==> config.mk <==
export PLATFORM = sky130hd
export DESIGN_NAME = tse_fp_cmp
export DESIGN_NICKNAME = d
export VERILOG_FILES = /design/src/rtl/assert_macros.svh /design/src/rtl/tse_pkg.sv /design/src/rtl/tse_fp_cmp.sv
export SDC_FILE = /design/constraint.sdc
export NUM_CORES = 1
export LEC_CHECK = 0
export ABC_AREA = 1
export BUFFER_PORTS_ARGS = -buffer_cell sky130_fd_sc_hd__clkbuf_2
export CAP_MARGIN = 20
export CORE_ASPECT_RATIO = 0.5
export CORE_MARGIN = 2
export CORE_UTILIZATION = 50
export DETAILED_ROUTE_END_ITERATION = 16
export PLACE_DENSITY = 0.83
export RECOVER_POWER = 50
export SYNTH_ARGS = -nofsm -noshare
export SYNTH_HDL_FRONTEND = slang
export SYNTH_SLANG_ARGS = --single-unit
==> constraint.sdc <==
create_clock -name vclk -period 1.7
set_clock_uncertainty 0.05 [all_clocks]
set_input_delay 0.085 -clock vclk [all_inputs]
set_output_delay 0.085 -clock vclk [all_outputs]
set_load 0.01 [all_outputs]
==> src/rtl/assert_macros.svh <==
// Assertion macros used by table_search_engine.
`ifndef ASSERT_MACROS_SVH
`define ASSERT_MACROS_SVH
// Implication checked on every rising clock edge outside reset.
`define ASSERT_IMPL(lbl, clk, rst_n, ante, cons, msg) \
  lbl: assert property (@(posedge clk) disable iff (!rst_n) (ante) |-> (cons)) \
    else $error(msg);
// Next-cycle implication checked outside reset.
`define ASSERT_NEXT(lbl, clk, rst_n, ante, cons, msg) \
  lbl: assert property (@(posedge clk) disable iff (!rst_n) (ante) |=> (cons)) \
    else $error(msg);
`endif

==> src/rtl/tse_pkg.sv <==
// Package with the types and constants of the table search engine.
`default_nettype none
package tse_pkg;
  typedef enum logic [1:0] {
    OP_WRITE  = 2'd0,
    OP_LINEAR = 2'd1,
    OP_BINARY = 2'd2,
    OP_NONE   = 2'd3
  } opcode_e;

  typedef enum logic [2:0] {
    ST_IDLE,
    ST_READ,
    ST_CMP,
    ST_OUT
  } state_e;

  typedef struct packed {
    logic [1:0]  opcode;
    logic [13:0] entry_index;
    logic [31:0] entry_value;
    logic [31:0] search_key;
  } req_t;

  typedef struct packed {
    logic        found;
    logic [13:0] position;
    logic [14:0] probes;
  } rsp_t;

  typedef struct packed {
    logic eq;
    logic lt;
  } cmp_t;
endpackage
`default_nettype wire

==> src/rtl/tse_fp_cmp.sv <==
// IEEE single-precision equal and less-than comparator on bit patterns.
`default_nettype none
module tse_fp_cmp (
  input  logic [31:0]   a_i,
  input  logic [31:0]   b_i,
  output tse_pkg::cmp_t res_o
);
  logic a_nan, b_nan, both_zero;
  logic [31:0] ka, kb;

  assign a_nan     = (a_i[30:0] > 31'h7F80_0000);
  assign b_nan     = (b_i[30:0] > 31'h7F80_0000);
  assign both_zero = (a_i[30:0] == 31'd0) && (b_i[30:0] == 31'd0);
  assign ka        = a_i[31] ? ~a_i : {1'b1, a_i[30:0]};
  assign kb        = b_i[31] ? ~b_i : {1'b1, b_i[30:0]};

  always_comb begin
    res_o.eq = !a_nan && !b_nan && (both_zero || (a_i == b_i));
    res_o.lt = !a_nan && !b_nan && !both_zero && (ka < kb);
  end
endmodule
`default_nettype wire

==> results.ini, run 1 <==
[detailed_routing]
routed_wirelength_um = 6380
viasPerCell = 5.30
drtIter0Drc = 107
first_pass_iters = 4
wl_per_cell_um = 13.6
ant_nets = 0
vias = 2490
post-route-drc-count = 0

[floorplan]
start_util_pct = 52.6
die_area_um2 = 4710
core_um2 = 3940
fp.dieW_um = 95.1
pin_count = 66
rows = 16
fp.dieH_um = 49.6

[final_layout]
seq_cell_count = 0
nFillCells = 316
seqCellArea_um2 = 0
clkbuf_count = 0
final_util_pct = 71.8
final_layout_size_suffix_gt1_share_pct = 26.9
layout.nets = 513
areaGrowthSynthToFinish_pct = 36.5
fin_area_um2 = 2830
n_antenna_cell = 0
multiInputGateArea_um2 = 1980

[sta]
tightest_slew_ps = 244
rsz0062_at_grt = yes
setup_viol = 1
setup_slack_ps = -195
fmax_ghz = 0.528
hold_violations = 0
worst_slew_margin_rel_pct = 83.7
report.final.slew_viol_count = 0
period_share_pct = 111
fin_crit_ps = 1890

[synth]
yosysTopAreaCellShare_pct = 18.7
synth_area_leader_cell = ha_1
yosys-top-cells-area = ha_1 19%, xor2_1 17%, xnor2_1 15%
netlist_instances = 344
ys_seq_area_share_pct = 0
postSynthAreaPerCell_um2 = 6.03
yosys_warnings = 0
syn_area_um2 = 2080
ys_types = 22
syn-num-nets = 439

[global_routing]
grt_pass1_wl_um = 9480
grt_use_total_pct = 24.4
grt_max_degree = 22
grt_pass1_vias = 2268
grt_overflow = 0
antenna_found_initial = 0

[outcome]
violations = setup timing
outcome = complete, but fails checks

[setup_path]
slowest_stage = ha_1
crit_path_end_kind = output port
crit_chain = clkbuf_16, buf_12, xor2_1, ha_1, a21oi_1, o21ai_1, a21oi_1, nand2_1, nor2_1, nand2_1, a21oi_2, buf_2
cp_slowest_stage_delay_ps = 280
cp_data_required_time_ps = 1560
worstSetupPathType = primary input to output port
crit_arrival_ps = 1760
path_max_fanout = 6
start_kind = primary input

[clock_network]
cts.hold.buffers_added = 0

[place]
finalWeightedCongestion = 0.905
dp_hpwl_um = 4640
io_buffers = 66
dpl_cell_area_um2 = 2530

[power]
cellLeakagePower_uw = 0.00145
peakVddDrop_mv = 0.147
power_uw = 884
cellPowerDensity_nw_per_um2 = 312

[flow_run]
maxCapViolCount = 0

[worst_hold_path]
hold_class = primary input to output port

==> report_power, final <==
group / internal (µW) / switching, µW
logic: 405 / 479
clock network: 0 / 0
registers: 0 / 0
==> logic make-up (layout without fill, tap and decap cells) <==
| family | Yosys count | count (layout) | synth area share (%) |
|---|---|---|---|
| buffers and inverters | 49 | 121 | 9.34 |
| adder cells (fa/ha/maj) | 31 | 31 | 18.7 |
| AO/OA/AOI/OAI | 28 | 28 | 7.29 |
| AND/OR/NAND/NOR | 160 | 160 | 32.6 |
| XOR/XNOR | 76 | 76 | 32.1 |
==> through the flow <==
stage                     setup TNS, ps  cells  setup slack, ps  hold slack [ps]
after floorplan                       0    344             28.0              364
after global placement             -182    464             -121              667
after detailed placement           -297    464             -172              666
after CTS                          -107    468             -107              668
after global routing               -304    470             -293              750
final                              -195    470             -195              707
==> final timing paths <==
kind,slack (ps),to,depth (start not counted),start
min,710,res_o[1],7,a_i[22]
max,-190,res_o[0],12,a_i[31]
==> repair_timing <==
action / CTS / global route
setup buffers: 1 / 0
gates resized for setup: 18 / 19
gates cloned: 3 / 2
hold endpoints to repair: 0 / 0
setup endpoints to repair: 2 / 2
pin swaps: 19 / 10
==> synth_stat cells <==
master	n
o21a_1	1
xor2_1	41
nand2_1	79
nor3_1	6
o21bai_1	1
nor2_1	42
inv_2	12
o21ai_1	2
nand3_1	11
or2_1	3
inv_1	29
nor4_1	2
a21oi_2	1
a21oi_1	17
ha_1	31
nand4_1	14
nand2_2	1
nor2_2	2
a211oi_1	1
xnor2_1	35
o21ai_0	5
buf_2	8
==> critical path: cells and delay by family <==
| kind | cells | cell delay (ps) |
|---|---|---|
| compound gates | 4 | 530 |
| buf+inv | 3 | 430 |
| fa+ha+maj | 1 | 280 |
| simple gates | 3 | 230 |
| xor+xnor | 1 | 200 |
==> routing by layer <==
metal / wire length, µm / global-route usage, %
met5: 0 / 0
met4: 142 / 1.45
met3: 339 / 0.765
met2: 3170 / 47.3
met1: 2730 / 31.2
==> cell usage in the layout (no fill, tap or decap), types with 2 or more instances in the layout <==
master and count:
buf_12 3, a21oi_2 5, xnor2_1 32, nand2_2 2, buf_16 4, clkbuf_2 62, o21ai_0 2, xor2_1 40
ha_1 30, nand4_1 14, nor2_2 4, clkbuf_16 3, inv_2 11, nor3_1 6, nor2_1 40, or2_1 3
buf_4 4, buf_2 2, a21oi_1 13, xnor2_2 3, inv_1 29, nand2_1 78, buf_8 2, o21ai_1 5
nand3_1 10
==> layout make-up <==
class / count / area share, %
Multi-Input combinational cell: 295 / 69.8
Timing Repair Buffer: 80 / 22.1
Tap cell: 54 / 2.39
Inverter: 41 / 5.70
Power figures use the tool's default switching activity.
==> run 2: changes to the inputs <==
--- a/config.mk
+++ b/config.mk
@@ -6,13 +6,16 @@
 export NUM_CORES = 1
 export LEC_CHECK = 0
 export ABC_AREA = 1
+export ABC_CLOCK_PERIOD_IN_PS = 1700
 export BUFFER_PORTS_ARGS = -buffer_cell sky130_fd_sc_hd__clkbuf_2
 export CAP_MARGIN = 20
+export CELL_PAD_IN_SITES_DETAIL_PLACEMENT = 1
+export CELL_PAD_IN_SITES_GLOBAL_PLACEMENT = 2
 export CORE_ASPECT_RATIO = 0.5
 export CORE_MARGIN = 2
-export CORE_UTILIZATION = 50
+export CORE_UTILIZATION = 25
 export DETAILED_ROUTE_END_ITERATION = 16
-export PLACE_DENSITY = 0.83
+export PLACE_DENSITY = 0.82
 export RECOVER_POWER = 50
 export SYNTH_ARGS = -nofsm -noshare
 export SYNTH_HDL_FRONTEND = slang
==> results.ini, run 2 (synthesis results as in run 1) <==
[floorplan]
die_area_um2 = 9090
pin_count = 66
rows = 23
core_um2 = 8030
start_util_pct = 25.9
fp.dieH_um = 68.4
fp.dieW_um = 133

[global_routing]
grt_overflow = 0
grt_pass1_vias = 2256
grt_use_total_pct = 13.7
antenna_found_initial = 0
grt_max_degree = 26
grt_pass1_wl_um = 10400

[final_layout]
n_antenna_cell = 0
multiInputGateArea_um2 = 1960
clkbuf_count = 0
final_layout_size_suffix_gt1_share_pct = 28.7
areaGrowthSynthToFinish_pct = 40.4
layout_common_cells = 78 x nand2_1, 62 x clkbuf_2, 41 x xor2_1, 40 x nor2_1, 34 x xnor2_1
nFillCells = 1066
seqCellArea_um2 = 0
post_layout_nonfiller_instances = 541
seq_cell_count = 0
final_common_cell = nand2_1
layout.nets = 526

[sta]
tns_ps = -199
fin_crit_ps = 1830
period_share_pct = 108
setup_viol = 2
whs_ps = 695
tightest_slew_ps = 316
setup_slack_ps = -131
rsz0062_at_grt = yes
worst_slew_margin_rel_pct = 78.7
hold_violations = 0
report.final.slew_viol_count = 0
fmax_ghz = 0.546

[detailed_routing]
post-route-drc-count = 0
wl_per_cell_um = 11.9
viasPerCell = 4.32
drtIter0Drc = 40
ant_nets = 0
vias = 2337
first_pass_iters = 4
routed_wirelength_um = 6460

[setup_path]
crit_chain = clkbuf_16, buf_12, xor2_1, ha_1, a21oi_2, o21ai_1, a21oi_1, nand2_1, nor2_2, nand2_1, a21oi_2, buf_2
crit_path_end_kind = output port
critical_path_buf_inv_count = 3
slowest_stage = ha_1
start_kind = primary input
cp_top_family = compound AO/OA/AOI/OAI gates
cp_data_required_time_ps = 1560
worstSetupPathType = primary input to output port
cp_slowest_stage_delay_ps = 320
path_max_fanout = 5
crit_arrival_ps = 1700

[place]
place_ws_ps = -226
finalWeightedCongestion = 0.775
placed_cells = 535
io_buffers = 66
dp_hpwl_um = 5560

[flow_run]
maxCapViolCount = 0

[power]
p_clk_share_pct = 0
p_seq_share_pct = 0
switching_share_pct = 52.0
p_int_uw = 408
peakVddDrop_mv = 0.0716
combPwrFrac_pct = 100.0
cellLeakagePower_uw = 0.00147
cellPowerDensity_nw_per_um2 = 292
switchingPower_uw = 442

[outcome]
outcome = complete, but fails checks
violations = setup timing

[worst_hold_path]
hold_class = primary input to output port

[clock_network]
cts.hold.buffers_added = 0

-- run 2: what timing repair did --
item	CTS	global route
setup endpoints to repair	2	2
pin swaps	8	15
buffers inserted	3	1
cloned	1	1
resized for setup	12	21
-- run 2: through the flow --
| step | cell area, µm² | total power [µW] | util (%) |
|---|---|---|---|
| floorplan | 2080 | 480 | - |
| global placement | 2700 | 761 | 33.6 |
| detailed placement | 2700 | 774 | 33.6 |
| CTS | 2810 | 815 | 35.0 |
| global route | 2920 | 965 | 36.3 |
| finish | 2920 | 850 | 36.3 |
-- run 2: worst paths after layout --
path                 from  endpoint  slack [ps]  depth (start not counted)
setup / recovery  a_i[31]  res_o[0]        -130                         12
hold / removal    b_i[22]  res_o[1]         700                          7
-- run 2: cell type report --
| class | count | area share [%] |
|---|---|---|
| Inverter | 41 | 5.28 |
| Multi-Input combinational cell | 295 | 67.3 |
| Tap cell | 112 | 4.81 |
| Timing Repair Buffer | 93 | 22.6 |
-- run 2: power by group through the flow --
| stage | sequential (µW) | clock (µW) | combinational [µW] |
|---|---|---|---|
| 2_1_floorplan | 0 | 0 | 480 |
| 3_3_place_gp | 0 | 0 | 761 |
| 3_5_place_dp | 0 | 0 | 774 |
| 4_1_cts | 0 | 0 | 815 |
| 5_1_grt | 0 | 0 | 965 |
| 6_report | 0 | 0 | 850 |
-- run 2: routing by layer --
layer / vias up / wire length (µm) / track usage (%)
met5: - / 0 / 0
met4: 0 / 27 / 0.538
met3: 2 / 150 / 0.296
met2: 31 / 2870 / 24.5
met1: 1035 / 3410 / 19.5
li1: 1269 / - / -
